**config.mk**
```make
export PLATFORM = sky130hd
export DESIGN_NAME = ewtab_csr
export DESIGN_NICKNAME = d
export VERILOG_FILES = /design/src/sv/ewtab_pkg.sv /design/src/sv/ewtab_csr.sv
export SDC_FILE = /design/constraint.sdc
export NUM_CORES = 1
export LEC_CHECK = 0
export ABC_AREA = 1
export ABC_CLOCK_PERIOD_IN_PS = 900
export BUFFER_PORTS_ARGS = -buffer_cell sky130_fd_sc_hd__buf_2
export CORE_MARGIN = 3
export CORE_UTILIZATION = 44
export DETAILED_ROUTE_END_ITERATION = 16
export GPL_TIMING_DRIVEN = 0
export PLACE_DENSITY = 0.86
export SLEW_MARGIN = 0
export SYNTH_ARGS = -nofsm -noshare
export SYNTH_HDL_FRONTEND = slang
export SYNTH_SLANG_ARGS = --single-unit
```
**constraint.sdc**
```tcl
create_clock -name clock -period 0.9 [get_ports clock]
set_input_delay 0.18 -clock clock [delete_from_list [all_inputs] [get_ports clock]]
set_output_delay 0.18 -clock clock [all_outputs]
set_load 0.02 [all_outputs]
```
**src/sv/ewtab_pkg.sv**
```systemverilog
package ewtab_pkg;

   localparam int PRODUCT_COUNT_DEF = 256;

   // item field widths
   localparam int ACTION_W = 2;
   localparam int INDEX_W  = 8;
   localparam int SALE_W   = 16;
   localparam int Q_W      = 24;
   localparam int ALPHA_W  = 16;

   // arithmetic widths
   localparam int MAG_W   = SALE_W - 1;
   localparam int FRAC_W  = 8;
   localparam int SEED_SH = 6;
   localparam int OM_W    = ALPHA_W + 1;
   localparam int MUL_W   = 24;
   localparam int PROD_W  = 2 * MUL_W;
   localparam int ACC_W   = 64;
   localparam int VP_W    = 49;
   localparam int RAD_W   = 50;
   localparam int ROOT_W  = 25;
   localparam int NM_W    = 26;
   localparam int RND_SH  = 16;

   // configuration port
   localparam int CSR_ADDR_W = 3;
   localparam int CSR_DATA_W = 32;
   localparam logic CSR_IDX_ALPHA = 1'b0;
   localparam logic CSR_IDX_FLOOR = 1'b1;

   localparam logic [ALPHA_W-1:0] ALPHA_RESET = 16'd22938;
   localparam logic [Q_W-1:0]     FLOOR_RESET = 24'd64;

   typedef enum logic [ACTION_W-1:0] {
      ACT_UPDATE = 2'd0,
      ACT_READ   = 2'd1,
      ACT_SET    = 2'd2
   } action_type;

   typedef struct packed {
      logic [ALPHA_W-1:0] alpha;
      logic [Q_W-1:0]     std_floor;
   } cfg_type;

   typedef struct packed {
      logic           valid;
      logic [Q_W-1:0] mean;
      logic [Q_W-1:0] std_dev;
   } entry_type;

   typedef struct packed {
      logic               start;
      logic [ALPHA_W-1:0] alpha;
      logic [Q_W-1:0]     mean;
      logic [Q_W-1:0]     std_dev;
      logic [MAG_W-1:0]   sale;
   } upd_req_type;

   typedef struct packed {
      logic           done;
      logic [Q_W-1:0] mean;
      logic [Q_W-1:0] std_dev;
   } upd_rsp_type;

endpackage

```
**src/sv/ewtab_csr.sv**
```systemverilog
module ewtab_csr (
   input  logic                                clock,
   input  logic                                reset,
   input  logic                                psel,
   input  logic                                penable,
   input  logic                                pwrite,
   input  logic [ewtab_pkg::CSR_ADDR_W-1:0]    paddr,
   input  logic [ewtab_pkg::CSR_DATA_W-1:0]    pwdata,
   output logic [ewtab_pkg::CSR_DATA_W-1:0]    prdata,
   output logic                                pready,
   output ewtab_pkg::cfg_type                  cfg
);

   logic [ewtab_pkg::ALPHA_W-1:0] alpha_ff;
   logic [ewtab_pkg::ALPHA_W-1:0] alpha_in;
   logic [ewtab_pkg::Q_W-1:0]     floor_ff;
   logic [ewtab_pkg::Q_W-1:0]     floor_in;
   logic                          wr_en;
   logic                          reg_sel;

   // register index is the word address, byte offset ignored
   assign reg_sel = paddr[2];
   assign wr_en   = psel & penable & pwrite;
   assign pready  = 1'b1;

   always_comb begin
      alpha_in = alpha_ff;
      floor_in = floor_ff;
      if (wr_en) begin
         case (reg_sel)
            ewtab_pkg::CSR_IDX_ALPHA: alpha_in = pwdata[ewtab_pkg::ALPHA_W-1:0];
            ewtab_pkg::CSR_IDX_FLOOR: floor_in = pwdata[ewtab_pkg::Q_W-1:0];
            default: ;
         endcase
      end
   end

   always_comb begin
      case (reg_sel)
         ewtab_pkg::CSR_IDX_ALPHA: prdata = ewtab_pkg::CSR_DATA_W'(alpha_ff);
         ewtab_pkg::CSR_IDX_FLOOR: prdata = ewtab_pkg::CSR_DATA_W'(floor_ff);
         default:                  prdata = '0;
      endcase
   end

   always_ff @(posedge clock) begin
      if (reset) begin
         alpha_ff <= ewtab_pkg::ALPHA_RESET;
         floor_ff <= ewtab_pkg::FLOOR_RESET;
      end else begin
         alpha_ff <= alpha_in;
         floor_ff <= floor_in;
      end
   end

   assign cfg.alpha     = alpha_ff;
   assign cfg.std_floor = floor_ff;

endmodule

```
==> results.json <==
{
  "outcome": "finished with violations",
  "violations": "negative setup slack",
  "synth_top_family_by_area": "simple AND/OR/NAND/NOR gates",
  "arrival_ns": 0.92,
  "fin_util_pct": 80.6,
  "swShare_pct": 30.3,
  "combinationalPowerShare_pct": 24.7,
  "drc": 0,
  "syn_inst": 316,
  "drive_gt1_share_pct": 51.4,
  "synth_area_per_cell_um2": 6.24,
  "p_per_area_nw_per_um2": 1240,
  "drtPass1Iterations": 4,
  "max_slew_margin_pct": 63.8,
  "antenna_found_initial": 0,
  "synth_xor_area_share_pct": 0,
  "clkTransAtPathRegs_ns": 0.08,
  "synth.mux.area_fraction_pct": 0,
  "grt.busiest_layer": "met2",
  "vdd.ir_drop.worst_mv": 1.02,
  "pwr-share-seq_pct": 45.7,
  "max_freq_ghz": 0.905,
  "seq_area_frac_synth_pct": 40.6,
  "synth_top_area_cell": "dfxtp_1",
  "leakage_uw": 0.00178,
  "fin_nets": 479,
  "dieArea_um2": 5320,
  "synth-compound-area-share_pct": 0.254,
  "multi_input_area_um2": 1010,
  "maxSlewViolCount": 0,
  "clk_latency_ns": 0.30,
  "area_growth_pct": 70.6,
  "die_h_um": 72.9,
  "vias_per_cell": 5.07,
  "fin_tns_setup_ns": -7.57,
  "cts_inserted_buffers": 5,
  "cts_root_buf": "clkbuf_8",
  "p_sw_uw": 1260,
  "final_cells": 490,
  "ys.flop_type": "dfxtp_1",
  "grt_pass1_wl_um": 10100,
  "dp_cells": 466,
  "netlist_top_cells_area": "dfxtp_1 41%, nand2_1 20%, nor2_1 12%",
  "min_period_over_period_pct": 123,
  "diodes": 0,
  "min_period_ns": 1.10,
  "cp_max_fo": 3,
  "cts_tree": "yes",
  "totalWireLength_um": 7630,
  "overflow": 0,
  "yosysWarnings": 0,
  "r2r_start": "alpha_ff[12]$_SDFFE_PP1P_",
  "cp-start-kind": "flip-flop",
  "clkPwrFrac_pct": 29.6,
  "max_cap_viol_count": 0,
  "gp_congestion": 0.801,
  "finalWorstSetupSlack_ns": -0.205,
  "critPathKind": "reg2out",
  "htreeDepth": 2,
  "drt_iter0_drc": 243,
  "startpoint": "alpha_ff[15]$_SDFFE_PP0P_",
  "cts_buffer_depth": 2,
  "synthTopCellsByCount": "106 x nand2_1, 63 x nor2_1, 40 x dfxtp_1, 40 x nand3_1, 34 x inv_1",
  "io_pins": 113,
  "final_hold_viol_count": 0,
  "min_path_type": "in2reg",
  "setup_viol": 66,
  "register_area_um2": 856,
  "syn_area_um2": 1970,
  "grtUsageMet1_pct": 28.3,
  "synth-adder-area-share_pct": 0,
  "clock_sinks": 40,
  "synth_edf_count": 0,
  "dp_hpwl_um": 4150,
  "grtUsageMet3_pct": 5.51,
  "core_um2": 4170,
  "port_buffers": 93,
  "synth.top_cell.area_share_pct": 40.6,
  "fillers": 251,
  "die_w_um": 72.9,
  "end_kind": "output port",
  "min_from": "pwdata[8]",
  "grt_max_degree": 13,
  "start_util_pct": 47.3,
  "fp-row-count": 23,
  "worstPathRequired_ns": 0.72,
  "finClkSkew_ns": 0,
  "synth-simple-area-share_pct": 44.0,
  "routed-via-count": 2482,
  "p_int_uw": 2910,
  "synth.most_common_cell": "nand2_1",
  "timing.hold.ws_ns": 0.108,
  "ctsHoldBuffers": 0,
  "reg2reg_slack_ns": 0.05,
  "yosysUniqueCellTypes": 15,
  "worstMarginPinSlew_ns": 0.542,
  "rsz0062_at_grt": "yes",
  "grt_use_met2_pct": 42.9,
  "synthArstFlopShare_pct": 0,
  "place_area_um2": 2560,
  "final_antenna_net_count": 0,
  "grtUsageTotal_pct": 24.8,
  "fin_area_um2": 3360,
  "ys_ff_latch": 40,
  "grt_pass1_vias": 2201,
  "wl_per_cell_um": 15.6
}
-- cells by family (layout without fill, tap and decap cells) --
logic type	after synthesis	count (layout)
other	2	9
buffers and inverters	61	178
flip-flops	40	40
AND/OR/NAND/NOR	212	212
AO/OA/AOI/OAI	1	1
-- power by group through the flow --
| stage | clock network (uW) | logic, uW | registers (uW) |
|---|---|---|---|
| global placement | 0 | 741 | 1910 |
| finish | 1240 | 1030 | 1910 |
| detailed placement | 0 | 755 | 1920 |
| global route | 1310 | 1100 | 1920 |
| CTS | 1240 | 917 | 1900 |
| floorplan | 0 | 423 | 1990 |
-- metal layers --
metal  routed length (um)  share of wire, %
met5                    0                 0
met4                  412               5.4
met3                  640               8.4
met2                 3960                52
met1                 2620                34
-- layout by cell type, fill, tap and decap left out, types with 4 or more instances in the layout --
master,Yosys,layout
buf_2,8,28
buf_4,10,27
buf_6,2,72
clkbuf_1,5,4
clkbuf_8,0,6
conb_1,2,9
dfxtp_2,0,38
inv_1,34,31
nand2_1,106,66
nand2_2,0,40
nand3_1,40,40
nor2_1,63,62
-- registers in the layout, summed over array words and instances, names as in the netlist --
signal,flops
floor_ff,24
alpha_ff,16
-- path summary, 6_finish.rpt --
check | end | depth (start not counted)
worst max-delay path | prdata[15] | 3
worst min-delay path | alpha_ff[8]$_SDFFE_PP1P_ | 3
worst max register to register | alpha_ff[12]$_SDFFE_PP1P_ | 4
worst min register to register | alpha_ff[3]$_SDFFE_PP1P_ | 2
-- area by class of cell --
type                    instances  share of cell area [%]
well taps                      50                    1.86
multi-input cells             222                    30.0
flip-flops and latches         40                    25.4
inverters                      35                    3.98
plain buffers                  26                    6.36
clock buffers                   6                    2.46
clock inverters                 2                   0.298
repair buffers                109                    29.6
-- timing repair --
item,4_1_cts,5_1_grt
gates resized for setup,171,52
setup buffers,4,12
pin swaps,13,11
endpoints found under the setup margin,64,102
-- through the flow --
stage	total power (uW)	setup slack, ns
3_3_place_gp	2660	-0.344
5_1_grt	4330	-0.228
3_5_place_dp	2670	-0.357
6_report	4170	-0.205
4_1_cts	4060	-0.166
2_1_floorplan	2410	-0.00511
-- worst max-delay path, stage by stage (launching register included) --
cell,delay (ns)
dfxtp_2,0.39
nand2_2,0.07
nand2_2,0.06
buf_6,0.11
(Power assumes the default switching activity.)
