==> src/sv/ewtab_pkg.sv <==
package ewtab_pkg;

   localparam int PRODUCT_COUNT_DEF = 256;

   // item field widths
   localparam int ACTION_W = 2;
   localparam int INDEX_W  = 8;
   localparam int SALE_W   = 16;
   localparam int Q_W      = 24;
   localparam int ALPHA_W  = 16;

   // arithmetic widths
   localparam int MAG_W   = SALE_W - 1;
   localparam int FRAC_W  = 8;
   localparam int SEED_SH = 6;
   localparam int OM_W    = ALPHA_W + 1;
   localparam int MUL_W   = 24;
   localparam int PROD_W  = 2 * MUL_W;
   localparam int ACC_W   = 64;
   localparam int VP_W    = 49;
   localparam int RAD_W   = 50;
   localparam int ROOT_W  = 25;
   localparam int NM_W    = 26;
   localparam int RND_SH  = 16;

   // configuration port
   localparam int CSR_ADDR_W = 3;
   localparam int CSR_DATA_W = 32;
   localparam logic CSR_IDX_ALPHA = 1'b0;
   localparam logic CSR_IDX_FLOOR = 1'b1;

   localparam logic [ALPHA_W-1:0] ALPHA_RESET = 16'd22938;
   localparam logic [Q_W-1:0]     FLOOR_RESET = 24'd64;

   typedef enum logic [ACTION_W-1:0] {
      ACT_UPDATE = 2'd0,
      ACT_READ   = 2'd1,
      ACT_SET    = 2'd2
   } action_type;

   typedef struct packed {
      logic [ALPHA_W-1:0] alpha;
      logic [Q_W-1:0]     std_floor;
   } cfg_type;

   typedef struct packed {
      logic           valid;
      logic [Q_W-1:0] mean;
      logic [Q_W-1:0] std_dev;
   } entry_type;

   typedef struct packed {
      logic               start;
      logic [ALPHA_W-1:0] alpha;
      logic [Q_W-1:0]     mean;
      logic [Q_W-1:0]     std_dev;
      logic [MAG_W-1:0]   sale;
   } upd_req_type;

   typedef struct packed {
      logic           done;
      logic [Q_W-1:0] mean;
      logic [Q_W-1:0] std_dev;
   } upd_rsp_type;

endpackage

==> src/sv/ewtab_isqrt.sv <==
module ewtab_isqrt (
   input  logic                             clock,
   input  logic                             reset,
   input  logic                             start,
   input  logic [ewtab_pkg::RAD_W-1:0]      radicand,
   output logic                             done,
   output logic [ewtab_pkg::ROOT_W-1:0]     root
);

   localparam int REM_W = ewtab_pkg::ROOT_W + 2;
   localparam int CNT_W = $clog2(ewtab_pkg::ROOT_W);
   localparam logic [CNT_W-1:0] LAST_ITER = CNT_W'(ewtab_pkg::ROOT_W - 1);

   logic                           busy_ff;
   logic                           busy_in;
   logic                           done_ff;
   logic                           done_in;
   logic [CNT_W-1:0]               cnt_ff;
   logic [CNT_W-1:0]               cnt_in;
   logic [ewtab_pkg::RAD_W-1:0]    x_ff;
   logic [ewtab_pkg::RAD_W-1:0]    x_in;
   logic [REM_W-1:0]               rem_ff;
   logic [REM_W-1:0]               rem_in;
   logic [ewtab_pkg::ROOT_W-1:0]   root_ff;
   logic [ewtab_pkg::ROOT_W-1:0]   root_in;
   logic [REM_W-1:0]               rem_shift;
   logic [REM_W-1:0]               trial;

   // one root bit per cycle, two radicand bits brought down each time
   assign rem_shift = {rem_ff[REM_W-3:0], x_ff[ewtab_pkg::RAD_W-1 -: 2]};
   assign trial     = {root_ff, 2'b01};

   always_comb begin
      busy_in = busy_ff;
      done_in = 1'b0;
      cnt_in  = cnt_ff;
      x_in    = x_ff;
      rem_in  = rem_ff;
      root_in = root_ff;
      if (start) begin
         busy_in = 1'b1;
         cnt_in  = '0;
         x_in    = radicand;
         rem_in  = '0;
         root_in = '0;
      end else if (busy_ff) begin
         x_in = {x_ff[ewtab_pkg::RAD_W-3:0], 2'b00};
         if (rem_shift >= trial) begin
            rem_in  = rem_shift - trial;
            root_in = {root_ff[ewtab_pkg::ROOT_W-2:0], 1'b1};
         end else begin
            rem_in  = rem_shift;
            root_in = {root_ff[ewtab_pkg::ROOT_W-2:0], 1'b0};
         end
         cnt_in = cnt_ff + 1'b1;
         if (cnt_ff == LAST_ITER) begin
            busy_in = 1'b0;
            done_in = 1'b1;
         end
      end
   end

   always_ff @(posedge clock) begin
      if (reset) begin
         busy_ff <= 1'b0;
         done_ff <= 1'b0;
      end else begin
         busy_ff <= busy_in;
         done_ff <= done_in;
      end
   end

   always_ff @(posedge clock) begin
      cnt_ff  <= cnt_in;
      x_ff    <= x_in;
      rem_ff  <= rem_in;
      root_ff <= root_in;
   end

   assign done = done_ff;
   assign root = root_ff;

endmodule

==> src/sv/ewtab_update_unit.sv <==
module ewtab_update_unit (
   input  logic                    clock,
   input  logic                    reset,
   input  ewtab_pkg::upd_req_type  upd_req,
   output ewtab_pkg::upd_rsp_type  upd_rsp
);

   localparam int MUL_W  = ewtab_pkg::MUL_W;
   localparam int PROD_W = ewtab_pkg::PROD_W;
   localparam int ACC_W  = ewtab_pkg::ACC_W;
   localparam int Q_W    = ewtab_pkg::Q_W;
   localparam int RND_SH = ewtab_pkg::RND_SH;
   localparam int LO_W   = RND_SH + 1;
   localparam int STEP_W = 4;
   localparam logic [ACC_W-1:0] HALF = ACC_W'(1) << (RND_SH - 1);

   // multiplier issue / accumulate schedule
   localparam logic [STEP_W-1:0] STEP_DD     = 4'd0;
   localparam logic [STEP_W-1:0] STEP_SS     = 4'd1;
   localparam logic [STEP_W-1:0] STEP_AD_LO  = 4'd2;
   localparam logic [STEP_W-1:0] STEP_AD_HI  = 4'd3;
   localparam logic [STEP_W-1:0] STEP_AS     = 4'd4;
   localparam logic [STEP_W-1:0] STEP_OM     = 4'd5;
   localparam logic [STEP_W-1:0] STEP_VP_LO  = 4'd6;
   localparam logic [STEP_W-1:0] STEP_VP_MID = 4'd7;
   localparam logic [STEP_W-1:0] STEP_VP_HI  = 4'd8;
   localparam logic [STEP_W-1:0] STEP_SUM    = 4'd9;

   typedef enum logic [2:0] {
      U_IDLE = 3'b001,
      U_MUL  = 3'b010,
      U_ROOT = 3'b100
   } unit_state_type;

   unit_state_type                    state_ff;
   unit_state_type                    state_in;
   logic [STEP_W-1:0]                 step_ff;
   logic [STEP_W-1:0]                 step_in;
   logic [ewtab_pkg::ALPHA_W-1:0]     alpha_ff;
   logic [ewtab_pkg::ALPHA_W-1:0]     alpha_in;
   logic [ewtab_pkg::OM_W-1:0]        om_ff;
   logic [ewtab_pkg::OM_W-1:0]        om_in;
   logic [Q_W-1:0]                    sale_ff;
   logic [Q_W-1:0]                    sale_in;
   logic [Q_W-1:0]                    mean_ff;
   logic [Q_W-1:0]                    mean_in;
   logic [Q_W-1:0]                    sd_ff;
   logic [Q_W-1:0]                    sd_in;
   logic [Q_W-1:0]                    d_ff;
   logic [Q_W-1:0]                    d_in;
   logic [PROD_W-1:0]                 prod_ff;
   logic [PROD_W-1:0]                 prod_in;
   logic [PROD_W-1:0]                 d2_ff;
   logic [PROD_W-1:0]                 d2_in;
   logic [PROD_W-1:0]                 sq_ff;
   logic [PROD_W-1:0]                 sq_in;
   logic [PROD_W-1:0]                 t_ff;
   logic [PROD_W-1:0]                 t_in;
   logic [ewtab_pkg::VP_W-1:0]        vp_ff;
   logic [ewtab_pkg::VP_W-1:0]        vp_in;
   logic [ACC_W-1:0]                  acc_ff;
   logic [ACC_W-1:0]                  acc_in;
   logic [ewtab_pkg::NM_W-1:0]        nm_ff;
   logic [ewtab_pkg::NM_W-1:0]        nm_in;
   logic [LO_W-1:0]                   lo_ff;
   logic [LO_W-1:0]                   lo_in;
   logic [MUL_W-1:0]                  mul_a;
   logic [MUL_W-1:0]                  mul_b;
   logic [Q_W-1:0]                    start_sale;
   logic                              root_start;
   logic [ewtab_pkg::RAD_W-1:0]       radicand;
   logic                              root_done;
   logic [ewtab_pkg::ROOT_W-1:0]      root;

   assign start_sale = Q_W'({upd_req.sale, {ewtab_pkg::FRAC_W{1'b0}}});

   // var = om*(vp>>16) + round(om*(vp & 0xffff) >> 16), upper part added last
   assign radicand = ewtab_pkg::RAD_W'(acc_ff)
                   + (ewtab_pkg::RAD_W'(prod_ff) << MUL_W);

   assign prod_in = PROD_W'(mul_a) * PROD_W'(mul_b);

   always_comb begin
      state_in   = state_ff;
      step_in    = step_ff;
      alpha_in   = alpha_ff;
      om_in      = om_ff;
      sale_in    = sale_ff;
      mean_in    = mean_ff;
      sd_in      = sd_ff;
      d_in       = d_ff;
      d2_in      = d2_ff;
      sq_in      = sq_ff;
      t_in       = t_ff;
      vp_in      = vp_ff;
      acc_in     = acc_ff;
      nm_in      = nm_ff;
      lo_in      = lo_ff;
      mul_a      = '0;
      mul_b      = '0;
      root_start = 1'b0;
      case (state_ff)
         U_IDLE: begin
            if (upd_req.start) begin
               alpha_in = upd_req.alpha;
               om_in    = (ewtab_pkg::OM_W'(1) << ewtab_pkg::ALPHA_W)
                        - ewtab_pkg::OM_W'(upd_req.alpha);
               sale_in  = start_sale;
               mean_in  = upd_req.mean;
               sd_in    = upd_req.std_dev;
               d_in     = (start_sale >= upd_req.mean) ? start_sale - upd_req.mean
                                                       : upd_req.mean - start_sale;
               step_in  = STEP_DD;
               state_in = U_MUL;
            end
         end
         U_MUL: begin
            step_in = step_ff + 1'b1;
            case (step_ff)
               STEP_DD: begin
                  mul_a = d_ff;
                  mul_b = d_ff;
               end
               STEP_SS: begin
                  d2_in = prod_ff;
                  mul_a = sd_ff;
                  mul_b = sd_ff;
               end
               STEP_AD_LO: begin
                  sq_in = prod_ff;
                  mul_a = MUL_W'(alpha_ff);
                  mul_b = d2_ff[MUL_W-1:0];
               end
               STEP_AD_HI: begin
                  acc_in = ACC_W'(prod_ff);
                  mul_a  = MUL_W'(alpha_ff);
                  mul_b  = d2_ff[PROD_W-1:MUL_W];
               end
               STEP_AS: begin
                  // t = round(a * d^2 >> 16)
                  t_in  = PROD_W'((acc_ff + (ACC_W'(prod_ff) << MUL_W) + HALF) >> RND_SH);
                  mul_a = MUL_W'(alpha_ff);
                  mul_b = sale_ff;
               end
               STEP_OM: begin
                  vp_in  = ewtab_pkg::VP_W'(sq_ff) + ewtab_pkg::VP_W'(t_ff);
                  acc_in = ACC_W'(prod_ff);
                  mul_a  = MUL_W'(om_ff);
                  mul_b  = mean_ff;
               end
               STEP_VP_LO: begin
                  nm_in = ewtab_pkg::NM_W'((acc_ff + ACC_W'(prod_ff) + HALF) >> RND_SH);
                  mul_a = MUL_W'(om_ff);
                  mul_b = MUL_W'(vp_ff[RND_SH-1:0]);
               end
               STEP_VP_MID: begin
                  lo_in = LO_W'((ACC_W'(prod_ff) + HALF) >> RND_SH);
                  mul_a = MUL_W'(om_ff);
                  mul_b = vp_ff[RND_SH+MUL_W-1:RND_SH];
               end
               STEP_VP_HI: begin
                  acc_in = ACC_W'(prod_ff) + ACC_W'(lo_ff);
                  mul_a  = MUL_W'(om_ff);
                  mul_b  = MUL_W'(vp_ff[ewtab_pkg::VP_W-1:RND_SH+MUL_W]);
               end
               STEP_SUM: begin
                  root_start = 1'b1;
                  state_in   = U_ROOT;
               end
               default: state_in = U_IDLE;
            endcase
         end
         U_ROOT: begin
            if (root_done) begin
               state_in = U_IDLE;
            end
         end
         default: state_in = U_IDLE;
      endcase
   end

   always_ff @(posedge clock) begin
      if (reset) begin
         state_ff <= U_IDLE;
      end else begin
         state_ff <= state_in;
      end
   end

   always_ff @(posedge clock) begin
      step_ff  <= step_in;
      alpha_ff <= alpha_in;
      om_ff    <= om_in;
      sale_ff  <= sale_in;
      mean_ff  <= mean_in;
      sd_ff    <= sd_in;
      d_ff     <= d_in;
      prod_ff  <= prod_in;
      d2_ff    <= d2_in;
      sq_ff    <= sq_in;
      t_ff     <= t_in;
      vp_ff    <= vp_in;
      acc_ff   <= acc_in;
      nm_ff    <= nm_in;
      lo_ff    <= lo_in;
   end

   ewtab_isqrt u_isqrt (
      .clock    (clock),
      .reset    (reset),
      .start    (root_start),
      .radicand (radicand),
      .done     (root_done),
      .root     (root)
   );

   // both results saturate at the top of the Q16.8 range
   assign upd_rsp.done    = (state_ff == U_ROOT) & root_done;
   assign upd_rsp.mean    = (|nm_ff[ewtab_pkg::NM_W-1:Q_W]) ? '1 : nm_ff[Q_W-1:0];
   assign upd_rsp.std_dev = (|root[ewtab_pkg::ROOT_W-1:Q_W]) ? '1 : root[Q_W-1:0];

endmodule

==> config.mk <==
export PLATFORM = sky130hd
export DESIGN_NAME = ewtab_update_unit
export DESIGN_NICKNAME = d
export VERILOG_FILES = /design/src/sv/ewtab_pkg.sv /design/src/sv/ewtab_isqrt.sv /design/src/sv/ewtab_update_unit.sv
export SDC_FILE = /design/constraint.sdc
export NUM_CORES = 2
export LEC_CHECK = 0
export BUFFER_PORTS_ARGS = -buffer_cell sky130_fd_sc_hd__buf_2
export CAP_MARGIN = 0
export CORE_MARGIN = 2
export CORE_UTILIZATION = 40
export CTS_BUF_LIST = sky130_fd_sc_hd__clkbuf_2
export CTS_CLUSTER_SIZE = 28
export DETAILED_ROUTE_END_ITERATION = 10
export GPL_ROUTABILITY_DRIVEN = 0
export SYNTH_ARGS = -nofsm -noshare
export SYNTH_HDL_FRONTEND = slang
export SYNTH_SLANG_ARGS = --single-unit
==> constraint.sdc <==
create_clock -name clock -period 8.04 [get_ports clock]
set_clock_uncertainty 0.2 [all_clocks]
set_input_delay 0.804 -clock clock [delete_from_list [all_inputs] [get_ports clock]]
set_output_delay 0.804 -clock clock [all_outputs]
set_load 0.02 [all_outputs]
==> impl_metrics.ini <==
[pwr]
p_seq_share_pct = 40.2
p_int_w = 0.00543
switchingPower_w = 0.00330
p_clk_share_pct = 23.7
power_density_nw_per_um2 = 143
switching_share_pct = 37.8
leakagePower_nw = 27.5
p_comb_share_pct = 36.1
peakVddDrop_mv = 0.137

[die]
die_w_um = 357
initial_core_util_pct = 40.3
die_y_um = 357
core_area_sq_um = 124000
rows = 129
ioPinCount = 131
die_area_sq_um = 128000

[detailed_routing]
drc = 20
dr.pass1.iters = 9
drt_iter0_drc = 3806
wirelength_um = 171000
via_per_inst = 5.40
routedWlPerCell_um = 22.6
dr_total_vias = 41000
ant_nets = 0

[placement]
placed_cells = 7081
dp_slack_ps = -1150
hpwl_um = 133000
io_buffers = 130

[grt]
grt_max_degree = 86
grt_use_total_pct = 26.8
grt_pass1_wl_um = 255000
grt-ovfl-total = 0
antenna_found_initial = 6
first_global_vias = 41200

[timing]
hold_viol = 0
fin_crit_sh_pct = 108
worst_slew_pin_slew_ps = 1210
relSlewSlack_pct = 18.5
rsz0062_at_grt = true
period_needed_ps = 8690
slew_violations = 0
fin_ws_ps = -648
setup_viol_count_final = 24
fmax_ghz = 0.115

[synth]
syn-num-nets = 6075
synth_top_family_by_area = adder cells
synth_ff_type = edfxtp_1
synthDistinctLibCells = 93
yosys-mux-area-fraction_pct = 1.03
synth_warnings = 0
ys_ff_latch = 565
synth_fa_ha_area_share_pct = 29.8
yosys.area_share.simple_pct = 13.4
syn_inst = 5098
netlist_area_sq_um = 49900
synth_compound_area_share_pct = 11.3
synth-xor-area-share_pct = 5.30
syn_area_per_cell_sq_um = 9.78
seq_area_frac_synth_pct = 31.8
synth-edff-count = 457
async_reset_ff_share_pct = 0

[clock_tree]
cts_tree = built
cts_root_buf = clkbuf_2
clock_sinks = 565
clk_latency_ps = 1480
cts-buffers-inserted = 147
cts-htree-levels = 4
clkSlewWorstSetupHoldPaths_ps = 130
clockBufferDepth = 3

[critical_path]
crit_fanout = 7
slowest_delay_ps = 590
crit_top_cell = fa_1
critical_path.slowest_cell = or4_4
worst-path-stages = 34
critPathKind = flop to flop
critical_path_required_ps = 9260
crit_family = adder cells
crit_path_start_kind = flop
r2r_slack_ps = -650
cp_data_arrival_time_ps = 9900
r2r_cells = 34
critPathCaptureType = flop
crit_buf_inv = 10

[layout]
area_growth_pct = 22.5
final_cells = 7594
drive_gt1_share_pct = 21.4
final_nets = 6811

[min_path]
min_path_type = input port to flop
min_path_cells = 4

[status]
status = finished, violations left
violations = design-rule violations, negative setup slack

[job]
cap_violations = 0
layout make-up:
class | count | area [sq um]
Timing Repair Buffer | 806 | 7100
Sequential cell | 565 | 15900
Inverter | 729 | 2740
Fill cell | 11500 | 62700
Clock inverter | 46 | 246
Clock buffer | 215 | 1080
Antenna cell | 11 | 27.5
Tap cell | 1637 | 2050
Multi-Input combinational cell | 3585 | 32000
stage by stage:
| stage | setup TNS (ps) | power, W | instance area (sq um) | hold WS, ps | utilization (%) |
|---|---|---|---|---|---|
| after floorplan | -787 | 0.00513 | 50500 | 232 | - |
| after global placement | -19960 | 0.00637 | 56000 | 243 | 45.2 |
| after detailed placement | -21630 | 0.00639 | 56000 | 250 | 45.2 |
| after CTS | -9220 | 0.00857 | 59400 | 8.69 | 48.0 |
| after global routing | -16000 | 0.00913 | 61100 | 24.1 | 49.3 |
| final | -10380 | 0.00872 | 61100 | 127 | 49.4 |
state kept, by name, summed over array words and instances, names as in the netlist, 15 cells and up:
signal          count
sd_ff              24
d2_ff              48
vp_ff              49
u_isqrt.root       25
prod_ff            48
u_isqrt.rem_ff     25
sale_ff            15
d_ff               23
om_ff              16
mean_ff            24
alpha_ff           16
lo_ff              17
nm_ff              26
acc_ff             49
u_isqrt.x_ff       50
sq_ff              48
t_ff               48
worst reg2reg max path: cells and delay by family (launching register included):
family	cells	cell delay (ps)
flops	1	500
buf+inv	10	1070
simple gates	7	1430
xor+xnor	1	130
fa+ha+maj	9	3940
compound gates	7	1430
cells by family after synthesis:
group / Yosys count
simple gates: 1507
compound gates: 830
xor+xnor: 302
fa+ha+maj: 895
flops: 565
buf+inv: 948
mux: 51
power by group through the flow:
stage / combinational (W) / clock (W) / sequential [W]
6_report: 0.00315 / 0.00207 / 0.00350
5_1_grt: 0.00334 / 0.00226 / 0.00352
4_1_cts: 0.00295 / 0.00212 / 0.00350
3_5_place_dp: 0.00283 / 0 / 0.00356
3_3_place_gp: 0.00280 / 0 / 0.00356
2_1_floorplan: 0.00162 / 0 / 0.00351
cell usage in the layout, fill, tap and decap left out, drive strengths merged, types with 36 or more instances in the layout:
cell type	netlist	routed
inv	729	733
nand2	698	698
buf	54	641
fa	486	486
edfxtp	457	457
ha	409	409
nor2	373	373
clkbuf	165	219
a21oi	202	202
xnor2	197	197
o21ai	179	179
dlygate4sd3	0	161
a21o	114	114
dfxtp	108	108
xor2	105	105
nand3	77	77
and2	56	56
mux2i	49	49
nand4	48	48
a22oi	48	48
and3	45	45
a221oi	43	43
nor3	42	42
nor2b	40	40
nand2b	40	40
clkinv	0	37
or3	36	36
cell usage after synthesis (49+ instances only):
| cell | number | area, sq um |
|---|---|---|
| and2_1 | 56 | 350 |
| inv_1 | 727 | 2730 |
| o21ai_0 | 136 | 681 |
| ha_1 | 409 | 5120 |
| xnor2_1 | 197 | 1730 |
| xor2_1 | 105 | 920 |
| nand3_1 | 77 | 385 |
| edfxtp_1 | 457 | 13700 |
| dfxtp_1 | 108 | 2160 |
| nor2_1 | 373 | 1400 |
| clkbuf_1 | 165 | 619 |
| a21oi_1 | 200 | 1000 |
| fa_1 | 486 | 9730 |
| mux2i_1 | 49 | 490 |
| nand2_1 | 698 | 2620 |
| a21o_1 | 114 | 856 |
routing by layer:
metal	global-route usage (%)	wire length, um	vias to the layer above
li1	-	-	18600
met1	35.2	70100	20100
met3	6.15	15600	455
met2	42.2	77200	1853
met5	0	20	-
met4	11.8	8580	2
what timing repair did:
action / in CTS / in global routing
setup buffers: 14 / 60
resized for setup: 89 / 313
hold endpoints to repair: 160 / 0
pin swaps: 24 / 131
hold buffers: 161 / 0
endpoints found under the setup margin: 31 / 32
gates cloned: 1 / 6
path summary, 6_finish.rpt:
kind | endpoint | start
worst max register to register | prod_ff[44] | step_ff[0]
worst max-delay path | prod_ff[44] | step_ff[0]
worst min register to register | u_isqrt.rem_ff[24] | u_isqrt.rem_ff[24]
worst min-delay path | om_ff[14] | upd_req[75]
(Power assumes the default switching activity.)
